--- src/rtl/rpx_pkg.sv ---
// Shared constants and the arctangent table of the point rotation pipeline.
package rpx_pkg;

	localparam int COORD_WIDTH_DEF  = 32;
	localparam int ANGLE_WIDTH_DEF  = 16;
	localparam int CORDIC_STEPS_DEF = 16;

	localparam int PHASE_W   = 32;
	localparam int TRIG_W    = 32;
	localparam int FRAC_W    = 30;
	localparam int ATAN_SIZE = 32;

	localparam logic signed [TRIG_W-1:0] GAIN_Q30 = 32'sd652032874;

	localparam logic [PHASE_W-1:0] ATAN_TAB [ATAN_SIZE] = '{
		32'h20000000, 32'h12E4051E, 32'h09FB385B, 32'h051111D4,
		32'h028B0D43, 32'h0145D7E1, 32'h00A2F61E, 32'h00517C55,
		32'h0028BE53, 32'h00145F2F, 32'h000A2F98, 32'h000517CC,
		32'h00028BE6, 32'h000145F3, 32'h0000A2FA, 32'h0000517D,
		32'h000028BE, 32'h0000145F, 32'h00000A30, 32'h00000518,
		32'h0000028C, 32'h00000146, 32'h000000A3, 32'h00000051,
		32'h00000029, 32'h00000014, 32'h0000000A, 32'h00000005,
		32'h00000003, 32'h00000001, 32'h00000001, 32'h00000000
	};

endpackage

--- src/rtl/rpx_cordic_step.sv ---
// One registered rotation-mode CORDIC iteration with its carried payload.
module rpx_cordic_step #(
	parameter int STEP   = 0,
	parameter int PASS_W = 1
) (
	input  logic                               clk,
	input  logic                               ld,
	input  logic signed [rpx_pkg::TRIG_W-1:0]  cos_in,
	input  logic signed [rpx_pkg::TRIG_W-1:0]  sin_in,
	input  logic signed [rpx_pkg::PHASE_W-1:0] res_in,
	input  logic [PASS_W-1:0]                  pass_in,
	output logic signed [rpx_pkg::TRIG_W-1:0]  cos_s1,
	output logic signed [rpx_pkg::TRIG_W-1:0]  sin_s1,
	output logic signed [rpx_pkg::PHASE_W-1:0] res_s1,
	output logic [PASS_W-1:0]                  pass_s1
);

	logic signed [rpx_pkg::TRIG_W-1:0]  cos_nx;
	logic signed [rpx_pkg::TRIG_W-1:0]  sin_nx;
	logic signed [rpx_pkg::PHASE_W-1:0] res_nx;
	logic signed [rpx_pkg::PHASE_W-1:0] angle_step;

	assign angle_step = $signed(rpx_pkg::ATAN_TAB[STEP]);

	always_comb begin
		if (!res_in[rpx_pkg::PHASE_W-1]) begin
			cos_nx = cos_in - (sin_in >>> STEP);
			sin_nx = sin_in + (cos_in >>> STEP);
			res_nx = res_in - angle_step;
		end else begin
			cos_nx = cos_in + (sin_in >>> STEP);
			sin_nx = sin_in - (cos_in >>> STEP);
			res_nx = res_in + angle_step;
		end
	end

	always_ff @(posedge clk) begin
		if (ld) begin
			cos_s1  <= cos_nx;
			sin_s1  <= sin_nx;
			res_s1  <= res_nx;
			pass_s1 <= pass_in;
		end
	end

endmodule

--- config.mk ---
export PLATFORM = sky130hd
export DESIGN_NAME = rpx_cordic_step
export DESIGN_NICKNAME = d
export VERILOG_FILES = /design/src/rtl/rpx_pkg.sv /design/src/rtl/rpx_cordic_step.sv
export SDC_FILE = /design/constraint.sdc
export NUM_CORES = 1
export LEC_CHECK = 0
export BUFFER_PORTS_ARGS = -buffer_cell sky130_fd_sc_hd__buf_2
export CAP_MARGIN = 20
export CELL_PAD_IN_SITES_DETAIL_PLACEMENT = 0
export CELL_PAD_IN_SITES_GLOBAL_PLACEMENT = 1
export CORE_MARGIN = 1
export CORE_UTILIZATION = 34
export DETAILED_ROUTE_END_ITERATION = 10
export PLACE_DENSITY = 0.77
export SLEW_MARGIN = 20
export SYNTH_ARGS = -nofsm -noshare
export SYNTH_HDL_FRONTEND = slang
export SYNTH_SLANG_ARGS = --single-unit
--- constraint.sdc ---
create_clock -name clk -period 3.88 [get_ports clk]
set_input_delay 0.582 -clock clk [delete_from_list [all_inputs] [get_ports clk]]
set_output_delay 0.582 -clock clk [all_outputs]
set_load 0.05 [all_outputs]
* Word level (Yosys, flattened, before mapping)
Cells that the tools add are included.
Operators by class: add/subtract/negate cells 5, multiplexer cells 3
Operators with widths (number):
- two-way mux 32 bit | 3
- subtractor 32 bit | 2
- adder 32 x 31 -> 32 bit, second input constant | 1
- adder 32 bit | 1
- subtractor 32 x 31 -> 32 bit, second input constant | 1
Storage, ports and cells: flip-flop bits (word level) 97, output and inout bits 97, logic and storage cells 12

* Depth between registers and ports, before layout
Gate-level depths: netlist of run 1.
depth in word-level cells 2, depth in mapped cells 12, gate-level depth less buffers 11

* Worst setup path before layout of run 1
Ideal clock, no wire load.
path kind input -> register, from input cos_in[0] (netlist name), to register sin_s1[30] (netlist name) (data pin), data arrival time 2.882 ns, data required time 3.616 ns, slack 0.735 ns, cell stages on the path 11, buffers on the path 0, path through ha_1 > fa_1 > nor2b_1 > o311ai_1 > a21oi_1 > a31oi_2 > nor2_1 > a211o_1 > a2111oi_2 > o311ai_1 > xnor2_1
On the way: longest elaborated chain between the ends 2, elaborated cells on any way between the ends 3, those cells by class 2 x add/sub; 1 x mux
RTL lines:
- from (decl) | line rpx_cordic_step.sv:8 | input logic signed [rpx_pkg::TRIG_W-1:0] cos_in,
- adder 32 bit / subtractor 32 bit (equally long branches) | line rpx_cordic_step.sv:28, rpx_cordic_step.sv:32
- two-way mux 32 bit (*) | line rpx_cordic_step.sv:26 | if (!res_in[rpx_pkg::PHASE_W-1]) begin
- named net sin_nx (one bit) | line rpx_cordic_step.sv:19 | logic signed [rpx_pkg::TRIG_W-1:0] sin_nx;
- to (signal assigned) | line rpx_cordic_step.sv:40 | sin_s1 <= sin_nx;
- to (decl) | line rpx_cordic_step.sv:13 | output logic signed [rpx_pkg::TRIG_W-1:0] sin_s1,
The timed path passes the listed nets; every way through them passes the cells marked *. A chain may end at the register's enable or synchronous reset.

* Final worst setup path of run 1
Same ends and word-level chain as after synthesis.

==> results of run 1 <==
## kinds of logic (layout without fill, tap and decap cells)
kind of cell | Yosys count | in the layout | synth area share (%)
adders and majority gates | 105 | 105 | 15.7
DFF | 96 | 96 | 33.8
buffers and inverters | 143 | 340 | 6.97
muxes | 11 | 11 | 1.31
xor gates and xnor gates | 62 | 62 | 6.37
AOI/OAI and AO/OA | 315 | 315 | 23.7
and+or+nand+nor | 222 | 222 | 12.2
## per-layer routing
layer,track usage [%],vias up
met4,5.41,0
met3,3.64,27
met1,28.9,3612
li1,-,3769
met5,0,-
met2,32.0,323
## state kept, by name (all words and copies together), names as in the netlist
signal / flops
cos_s1: 31
pass_s1: 1
res_s1: 32
sin_s1: 32
## Yosys cell counts (all sizes together) (4+ instances only)
master,instances
or2,5
a31oi,7
buf,20
nand2b,5
nand3,15
nor2b,13
o311ai,4
nor3,18
o31ai,12
inv,98
a21o,20
xor2,6
xnor2,56
mux2i,10
a21oi,119
edfxtp,96
o21a,5
clkbuf,22
ha,102
o211ai,10
a211oi,17
o21ai,64
nand2,44
o22ai,5
nor2,90
a21boi,9
o21bai,23
nor4,7
nand4,12
## worst min path at each step
stage,startpoint,to
2_1_floorplan,pass_in,pass_s1
3_3_place_gp,res_in[22],res_s1[22]
3_5_place_dp,res_in[25],res_s1[25]
4_1_cts,res_in[25],res_s1[25]
5_1_grt,res_in[8],res_s1[8]
6_report,res_in[25],res_s1[25]
## cell usage in the layout (no fill, tap or decap), types with 17 or more instances in the layout
master / n
sky130_fd_sc_hd__inv_1: 91
sky130_fd_sc_hd__edfxtp_1: 96
sky130_fd_sc_hd__a21oi_1: 118
sky130_fd_sc_hd__ha_1: 102
sky130_fd_sc_hd__xnor2_1: 56
sky130_fd_sc_hd__buf_2: 194
sky130_fd_sc_hd__o21bai_1: 23
sky130_fd_sc_hd__nand2_1: 44
sky130_fd_sc_hd__nor2_1: 89
sky130_fd_sc_hd__o21ai_0: 55
sky130_fd_sc_hd__buf_4: 29
sky130_fd_sc_hd__a21o_1: 20
sky130_fd_sc_hd__nor3_1: 17
## metrics by stage
step / total power, mW / utilization (%) / instance area, sq um
after detailed placement: 3.13 / 40.5 / 9900
final: 4.04 / 41.7 / 10200
after CTS: 4.06 / 41.7 / 10200
after global routing: 4.24 / 41.7 / 10200
after global placement: 3.12 / 40.5 / 9900
after floorplan: 2.64 / - / 8530
## power breakdown
part	internal, mW	total (mW)	leakage, nW	switching, mW
Clock	0.455	0.918	0.139	0.463
Combinational	0.509	1.74	3.45	1.23
Sequential	1.33	1.38	0.940	0.0442
Total	2.30	4.04	4.53	1.74
## cell type report
type | count | area [sq um]
repair buffers | 223 | 1190
clock buffers | 9 | 225
clock inverters | 7 | 71.3
inverters | 101 | 379
flip-flops and latches | 96 | 2880
well taps | 324 | 405
multi-input cells | 715 | 5050
fillers | 2522 | 14300
==> impl_results.md, run 1 <==
- Outcome: complete, no violations
- Cell depth of the worst min-delay path: 1
- GRT Util Overall: around a fifth
- Final critical-path required period: between 3 and 4 ns
- Floorplan die area: about 0.026 sq mm
- Clock tree from TritonCTS: yes
- Clock input transition at the sequential cells of the worst setup and hold paths: about 0.08 ns
- Setup WS post-layout: 0.481 ns
- Pin count of the biggest net entering global routing: between 70 and 80
- Final antenna-violating net count: 0
- Worst Hold Slack: between 0.3 and 0.4 ns
- Largest fanout on the critical path: 4
- Worst max-slew margin expressed relative to the limit: between 40% and 50%
- Gate count after technology mapping: 954
- Highest routing layer actually used: met4
- Initial DRC Count: ~760
- TritonCTS Buffers: 9
- Cell Chain, Critical Path: buf_2 > ha_1 > fa_1 > nor2b_1 > o311ai_1 > a21oi_1 > a31oi_2 > nor2_1 > a211o_1 > a2111oi_2 > o311ai_1 > xnor2_1
- Cell types occupying the most area after synthesis: sky130_fd_sc_hd__edfxtp_1 (34%), sky130_fd_sc_hd__ha_1 (15%), sky130_fd_sc_hd__a21oi_1 (6.9%)
- Number of design rule violations left after detail routing: 0
- Initial antenna violation count: 0
- Average wire per standard cell: ~18 um
- #FFs+latches synth: 96
- Number of inserted diodes: 0
- Final non-filler cell total: between 1k and 1.5k
- Max-capacitance violation count: 0
- Fraction of final layout cells with drive strength greater than 1: 23.7%
- Cell type with the highest occurrence count on the critical path: sky130_fd_sc_hd__o311ai_1
- Worst-margin pin slew: roughly 0.81 ns
- Area growth from synthesis to layout: 19.7%
- Buffer depth of the longest clock path: 2
- Final critical-path share of the clock period: roughly 88%
- Number of levels the H-tree was split into: 3
- FMAX: roughly 290 MHz
- Summed instance area of the synthesized netlist: ~0.0085 sq mm
- Cts-stage hold buffer count: 0
- Sequential fraction of the synthesis area: about a third
- Logic depth of the worst setup path including buffers: 12
- Number of global-route vias before repair: approximately 7.4k
- IR Drop Worst-Case VDD: between 0.0002 and 0.00025 V
- Final-layout setup total negative slack: 0 ns
- # nets final: ~1.4k
- Met3 layer wire length in the routed design: ~1800 um
- Top cell type by total area after synthesis: sky130_fd_sc_hd__edfxtp_1
- Routed wire length on met2: between 10000 and 15000 um
- Buffer cell driving the clock tree root: sky130_fd_sc_hd__clkbuf_16
- Launching element of the worst setup path: cos_in[0]
- Vias per cell: ~5.2
- Startpoint class of the critical path: primary input
- Total Routed Length: between 20000 and 30000 um
- Initial Utilization: around a third
- Areal power density over the cells: slightly below 400 mW/mm^2
- Met1 wire length: 12500 um
- Hpwl dp: around 21000 um
- Proportion of netlist area held by the largest area contributor: between 30 and 40%
- Number of enable-type register cells in the synthesized netlist: 96
- Number of failing hold endpoints at the final stage: 0
- CP delay by family, top: compound AO/OA/AOI/OAI gates
- First-pass GRT wire length: ~41000 um
- Count of cell types in the netlist: 71
- Data arrival time of the critical path: 3.50 ns
- Avg Cell Area, Syn: a little under 9 sq um
- Static leakage power: 4.53 nW
- Post-CTS Setup Bufs: 0
- Capturing instance or port of the critical path: sin_s1[30]
- Number of cell rows: 57
- Class of the tightest hold or removal check: in -> reg
- Slew Viols, Final: 0
- Placeable Area: ~0.024 sq mm
- Via count: 7731
- Flip-flop cell with the highest count after synthesis: sky130_fd_sc_hd__edfxtp_1
- Worst endpoint required time: roughly 4.0 ns
- Gpl congestion: around 0.89
- Yosys Warn Count: 0
- Total clock sinks: 96
- RSZ-0062 raised after global routing: no
- Delay of the slowest critical-path stage: between 0.4 and 0.5 ns
- Buffers plus inverters on the worst setup path: 1
- Pre-CTS setup slack: ~0.16 ns
- Cell type of the slowest stage on the worst timing path: sky130_fd_sc_hd__fa_1
- Number of setup violations in the final report: 0
- Worst Setup Path Type: in -> reg
- Nature of the critical path endpoint: register
- Asr flop ratio synth: 0%
- Number of top-level pins: approximately 200
- Cts repair resizes: 0
- Cell total after placement: 1459
- Count of input and output buffers: 195
- Die Width: around 160 um
- Vertical extent of the die: roughly 160 um
- First-pass detailed-route iteration total: 6
- Number of nets in the synthesized netlist: around 1.2k
- Residual overflow from global routing: 0
Power figures use the tool's default switching activity.
==> inputs of run 2 (changes only) <==
ABC_AREA = 1   (was default)
PLACE_DENSITY = 0.79   (was 0.77)
==> run 2 against run 1 <==
  * Global-route usage increased by 2.3 points
  * Count of clock-buffer cells in the layout rose by 2
  * Area after synthesis is 23% higher
  * Final area is 18% higher
  * Non-clock buffer count fell by 22
  * First-iteration DRC count increased by 5.5%
  * Critical path depth did not move
  * Worst setup slack gained 0.82 ns
  * Fmax increased by 32%
  * Total power increased by 3.1%
  * Combinational power up 7%
  * Via count rose by 37%
  * Largest power group unchanged
==> impl_results.md, run 2 <==
- Slew Viols, Final: 0
- Top cell type by total area after synthesis: sky130_fd_sc_hd__edfxtp_1
- Initial DRC Count: between 800 and 900
- Final-layout setup total negative slack: 0 ns
- Vertical extent of the die: about 180 um
- Final non-filler cell total: ~2.2k
- TritonCTS Buffers: 9
- Proportion of netlist area held by the largest area contributor: between 20 and 30%
- Class of the tightest hold or removal check: in -> reg
- Residual overflow from global routing: 0
- Static leakage power: about 6.5 nW
- Post-CTS Setup Bufs: 0
- RSZ-0062 raised after global routing: no
- Cell Chain, Critical Path: buf_2 > inv_1 > ha_1 > nand2_1 > nor2_1 > nand2_1 > nor2_1 > nand2_1 > nand2_1 > nand2_1 > nand3_1 > nand2_1
- Areal power density over the cells: 347 mW/mm^2
- Clock tree from TritonCTS: yes
- Number of levels the H-tree was split into: 3
- Buffer cell driving the clock tree root: sky130_fd_sc_hd__clkbuf_16
- Number of top-level pins: 196
- Final antenna-violating net count: 0
- Initial Utilization: 35.0%
- Cell type with the highest occurrence count on the critical path: sky130_fd_sc_hd__nand2_1
- Count leader, synth: sky130_fd_sc_hd__nand2_1
- Yosys Warn Count: 0
- Outcome: complete, no violations
- Gpl congestion: around 0.96
- Leading post-synthesis cells by instance count: sky130_fd_sc_hd__nand2_1 (527), sky130_fd_sc_hd__inv_1 (290), sky130_fd_sc_hd__nand3_1 (143)
- Total clock sinks: 96
- GRT Util Overall: between 20% and 30%
- Number of design rule violations left after detail routing: 0
- Flip-flop cell with the highest count after synthesis: sky130_fd_sc_hd__edfxtp_1
- #FFs+latches synth: 96
- Registers with the highest flip-flop counts: res_s1 x32, sin_s1 x32, cos_s1 x31
- Count of input and output buffers: between 150 and 200
- Asr flop ratio synth: 0%
- Number of nets in the synthesized netlist: 1805
- Cts repair resizes: 0
- Clock input transition at the sequential cells of the worst setup and hold paths: ~0.07 ns
- Floorplan die area: roughly 0.032 sq mm
- Data arrival time of the critical path: approximately 2.7 ns
- Max-capacitance violation count: 0
- First-pass GRT wire length: 53900 um
- Buffer depth of the longest clock path: 2
- Nature of the critical path endpoint: register
- Total Routed Length: around 36000 um
- Gate count after technology mapping: ~1.6k
- Pin count of the biggest net entering global routing: 64
- Initial antenna violation count: 0
- Cell total after placement: around 2.2k
- Largest fanout on the critical path: 11
- Worst max-slew margin expressed relative to the limit: between 50% and 60%
- Worst endpoint required time: 4.00 ns
- Count of cell types in the netlist: 39
- Vias per cell: roughly 5
- Die Width: 178 um
- Final cell area excluding filler cells: 0.0120 sq mm
- Most common cell after layout, fill and taps aside: sky130_fd_sc_hd__nand2_1
- Number of cell rows: 63
- Final critical-path required period: approximately 2.6 ns
- Number of failing hold endpoints at the final stage: 0
- Via count: between 10k and 15k
- # nets final: between 1.5k and 2k
- Cell depth of the worst min-delay path: 1
- Cts-stage hold buffer count: 0
- Cell types occupying the most area after synthesis: sky130_fd_sc_hd__edfxtp_1 (28%), sky130_fd_sc_hd__nand2_1 (19%), sky130_fd_sc_hd__ha_1 (12%)
- Sequential fraction of the synthesis area: 27.5%
- Number of enable-type register cells in the synthesized netlist: between 90 and 100
- FMAX: 388 MHz
- Avg Cell Area, Syn: 6.54 sq um
- IR Drop Worst-Case VDD: 0.000201 V
- Delay of the slowest critical-path stage: 0.60 ns
- First-pass detailed-route iteration total: 7
- Placed Instance Area: 0.0117 sq mm
- Number of global-route vias before repair: ~9.8k
- Fraction of final layout cells with drive strength greater than 1: between 15 and 20%
- Worst-margin pin slew: about 0.74 ns
- Cell type of the slowest stage on the worst timing path: sky130_fd_sc_hd__ha_1
- Final critical-path share of the clock period: 66.5%
- Summed instance area of the synthesized netlist: 0.0105 sq mm
- Worst Setup Path Type: in -> reg
- Area growth from synthesis to layout: 14.5%
- Number of setup violations in the final report: 0
- Startpoint class of the critical path: primary input
- Top library cells by usage in the layout, fill and taps aside: sky130_fd_sc_hd__nand2_1 (527), sky130_fd_sc_hd__inv_1 (290), sky130_fd_sc_hd__buf_2 (194)
- Placeable Area: between 0.02 and 0.03 sq mm
- Average wire per standard cell: approximately 17 um
- Hpwl dp: around 30000 um
==> run 2: cell types whose count changed in the layout (fill, tap and decap cells not counted), moves of 32 or more <==
cell and change:
sky130_fd_sc_hd__nand2_1 +483, sky130_fd_sc_hd__inv_1 +199, sky130_fd_sc_hd__nand3_1 +128, sky130_fd_sc_hd__xnor2_1 -55, sky130_fd_sc_hd__a21oi_1 -46, sky130_fd_sc_hd__nor2_1 +32
==> run 2: cells by family after synthesis <==
family	Yosys count	share of synthesized area (%)
simple gates	864	35.1
flops	96	27.5
buf+inv	342	13.6
mux	1	0.0956
xor+xnor	22	1.84
fa+ha+maj	105	12.8
compound gates	171	9.13
==> run 2: cell type report <==
class	instances	area (sq um)
Antenna cell	1	2.50
Fill cell	3273	18000
Clock inverter	5	63.8
Timing Repair Buffer	201	1020
Multi-Input combinational cell	1163	6170
Inverter	300	1130
Sequential cell	96	2880
Clock buffer	11	233
Tap cell	390	488
==> run 2: worst max-delay path: cells and delay by family <==
family                     cells  cell delay, ns
adders and majority gates      1            0.60
buffers and inverters          2            0.18
and+or+nand+nor                9            1.33
==> run 2: layer usage <==
layer / up-vias / GRT usage (%) / wire [um]
li1: 5348 / - / -
met1: 4887 / 31.1 / 16600
met2: 346 / 37.6 / 16300
met3: 37 / 2.68 / 2140
met4: 0 / 6.62 / 705
met5: - / 0 / 0
==> run 2: stage by stage <==
| stage | hold WS (ns) | utilization, % | worst slack, ns | power [mW] |
|---|---|---|---|---|
| after floorplan | 0.681 | - | 1.62 | 2.69 |
| after global placement | 0.759 | 39.0 | 0.960 | 3.21 |
| after detailed placement | 0.760 | 39.0 | 0.965 | 3.21 |
| after CTS | 0.379 | 40.0 | 1.35 | 4.19 |
| after global routing | 0.376 | 40.0 | 1.11 | 4.40 |
| final | 0.396 | 40.0 | 1.30 | 4.16 |
==> run 2: final timing paths <==
| check | from | to | slack [ns] |
|---|---|---|---|
| worst max-delay path | cos_in[24] | sin_s1[30] | 1.30 |
| worst min-delay path | res_in[0] | res_s1[0] | 0.40 |
==> run 2: report_power, final <==
part	internal [mW]	switching, mW	total (mW)
sequential	1.30	0.0370	1.34
clock	0.508	0.454	0.962
combinational	0.478	1.38	1.86
==> inputs of run 3 (changes only) <==
ABC_AREA = 0   (was 1)
PLACE_DENSITY = 0.8   (was 0.79)
clock period = 2.05 ns   (was 3.88 ns; I/O delays follow)
==> run 3 against run 2 <==
  * The run now ends with setup timing left
  * Worst hold slack worse by 0.27 ns
  * Final area up 14%
  * Combinational power up 140%
  * Worst setup slack worse by 1.8 ns
  * Clock power up 90%
  * Global-route usage up 0.40 points
  * Core utilization up 16 points
  * Sequential cell count unchanged
  * Highest routed layer unchanged
  * Die area down 18%
  * Sequential power up 95%
==> impl_results.md, run 3 (same netlist as run 1, synthesis figures left out) <==
- Via count: between 8k and 9k
- Hpwl dp: 24200 um
- IR Drop Worst-Case VDD: roughly 0.00044 V
- Static leakage power: roughly 6.2 nW
- Number of setup violations in the final report: 43
- Number of global-route vias before repair: roughly 8.7k
- Violations in the final reports: setup timing
- RSZ-0062 raised after global routing: yes
- Average wire per standard cell: 17.0 um
- Area growth from synthesis to layout: 60.6%
- Max-capacitance violation count: 0
- Buffer cell driving the clock tree root: sky130_fd_sc_hd__clkbuf_16
- Initial antenna violation count: 0
- Hold Crit Endpoint: res_s1[11]
- Fin util: approximately 56%
- Worst Setup Path Type: in -> reg
- GRT Util Overall: 23.2%
- Worst endpoint required time: ~2.2 ns
- Count of input and output buffers: a little under 200
- Residual overflow from global routing: 0
- Buffer depth of the longest clock path: 2
- Setup WS post-layout: -0.499 ns
- Placed Instance Area: 0.0125 sq mm
- Vias per cell: between 5 and 6
- Number of design rule violations left after detail routing: 0
- Number of failing hold endpoints at the final stage: 0
- Busiest grt layer: met2
- Initial Utilization: 34.9%
- First-pass detailed-route iteration total: 5
- Startpoint class of the critical path: primary input
- Most common cell after layout, fill and taps aside: sky130_fd_sc_hd__buf_4
- Hold Path Origin: res_in[11]
- Total Routed Length: about 30000 um
- FMAX: 392 MHz
- Number of levels the H-tree was split into: 3
- Cell depth of the worst min-delay path: 1
- Slew Viols, Final: 0
- Final antenna-violating net count: 0
- Number of top-level pins: 196
- Total clock sinks: 96
- Global routing usage on met3: a little over 3%
- # nets final: about 1.6k
- Design Power: 8.91 mW
- Die Width: around 160 um
- Final non-filler cell total: 1768
- Cts-stage hold buffer count: 0
- First-pass GRT wire length: between 40000 and 50000 um
- Initial DRC Count: roughly 700
- Pin count of the biggest net entering global routing: 97
- GR met2 Demand/Resource: a little under two fifths
- Placeable Area: 0.0245 sq mm
- Fillers: 2208
- Largest fanout on the critical path: 2
- Worst-margin pin slew: 0.558 ns
- Registers with the highest flip-flop counts: res_s1 x32, sin_s1 x32, cos_s1 x31
- Final cell area excluding filler cells: roughly 0.014 sq mm
- GR met1 Demand/Resource: around a third
- Final critical-path required period: about 2.5 ns
- Clock tree from TritonCTS: yes
- Nature of the critical path endpoint: register
- Vertical extent of the die: roughly 160 um
- Number of inserted diodes: 0
- Worst max-slew margin expressed relative to the limit: between 60% and 70%
- Outcome: finished, violations left
- TritonCTS Buffers: 9
- Number of cell rows: 57
- Fraction of final layout cells with drive strength greater than 1: between 40% and 50%
- Gpl congestion: between 0.9 and 1
- Data arrival time of the critical path: 2.67 ns
- Floorplan die area: around 0.026 sq mm
- Clock input transition at the sequential cells of the worst setup and hold paths: ~0.09 ns
- Areal power density over the cells: between 600 and 700 mW/mm^2
- Final critical-path share of the clock period: 124%
- Class of the tightest hold or removal check: in -> reg
- Cell total after placement: between 1.5k and 2k
- Top library cells by usage in the layout, fill and taps aside: sky130_fd_sc_hd__buf_4 (303), sky130_fd_sc_hd__buf_2 (181), sky130_fd_sc_hd__edfxtp_1 (96)
[run 3: changes by cell type in the layout (fill, tap and decap cells not counted), moves of 24 or more]
cell                      change
sky130_fd_sc_hd__nand2_1    -489
sky130_fd_sc_hd__nand3_1    -130
sky130_fd_sc_hd__buf_6       +24
sky130_fd_sc_hd__inv_1      -215
sky130_fd_sc_hd__ha_1        -25
sky130_fd_sc_hd__xnor2_1     +54
sky130_fd_sc_hd__nor2_1      -39
sky130_fd_sc_hd__buf_4      +296
[run 3: metrics by stage]
step | setup WS, ns | hold WS [ns] | setup TNS [ns]
4_1_cts | -0.515 | 0.118 | -10.71
2_1_floorplan | -0.654 | 0.406 | -10.08
3_3_place_gp | -1.03 | 0.484 | -32.62
3_5_place_dp | -0.979 | 0.486 | -33.82
6_report | -0.499 | 0.127 | -12.25
5_1_grt | -0.599 | 0.113 | -15.11
[run 3: final cells by class]
| cell class | instances | area [sq um] | area share [%] |
|---|---|---|---|
| sequential | 96 | 2880 | 21.1 |
| tap | 324 | 405 | 2.96 |
| clock inverter | 7 | 86.3 | 0.630 |
| inverter | 101 | 432 | 3.15 |
| timing repair buffer | 516 | 3590 | 26.2 |
| multi-input combinational | 715 | 6080 | 44.4 |
| clock buffer | 9 | 225 | 1.64 |
[run 3: worst max-delay path by stage]
stage | startpoint | end | slack, ns
5_1_grt | sin_in[0] | sin_s1[30] | -0.60
3_5_place_dp | sin_in[0] | sin_s1[30] | -0.98
2_1_floorplan | cos_in[0] | sin_s1[30] | -0.65
3_3_place_gp | cos_in[15] | sin_s1[26] | -1.03
6_report | cos_in[0] | cos_s1[30] | -0.50
4_1_cts | sin_in[0] | sin_s1[30] | -0.51
[run 3: per-layer routing]
metal | part of all wire, % | wire (um)
met5 | 0 | 0
met4 | 1.9 | 565
met3 | 5.4 | 1630
met2 | 47 | 14100
met1 | 46 | 13800
[run 3: power breakdown]
group          switching [mW]  internal [mW]  total, mW
Combinational            2.72           1.75       4.47
Clock                   0.853          0.977       1.83
Sequential             0.0878           2.53       2.61
[run 3: worst max-delay path, cell delays in order]
cell and delay [ns]:
sky130_fd_sc_hd__buf_8 0.10, sky130_fd_sc_hd__ha_4 0.16, sky130_fd_sc_hd__fa_2 0.34, sky130_fd_sc_hd__nor2b_4 0.15
sky130_fd_sc_hd__o311ai_4 0.28, sky130_fd_sc_hd__a21oi_2 0.13, sky130_fd_sc_hd__a31oi_4 0.18, sky130_fd_sc_hd__nor2_2 0.06
sky130_fd_sc_hd__a211o_1 0.34, sky130_fd_sc_hd__a2111oi_4 0.34, sky130_fd_sc_hd__o211ai_1 0.15, sky130_fd_sc_hd__xnor2_1 0.15
[run 3: repair_timing]
item / in CTS / in global routing
gates cloned: 0 / 0
gates resized for setup: 80 / 76
setup endpoints to repair: 43 / 48
pin swaps: 42 / 33
buffers inserted: 14 / 12
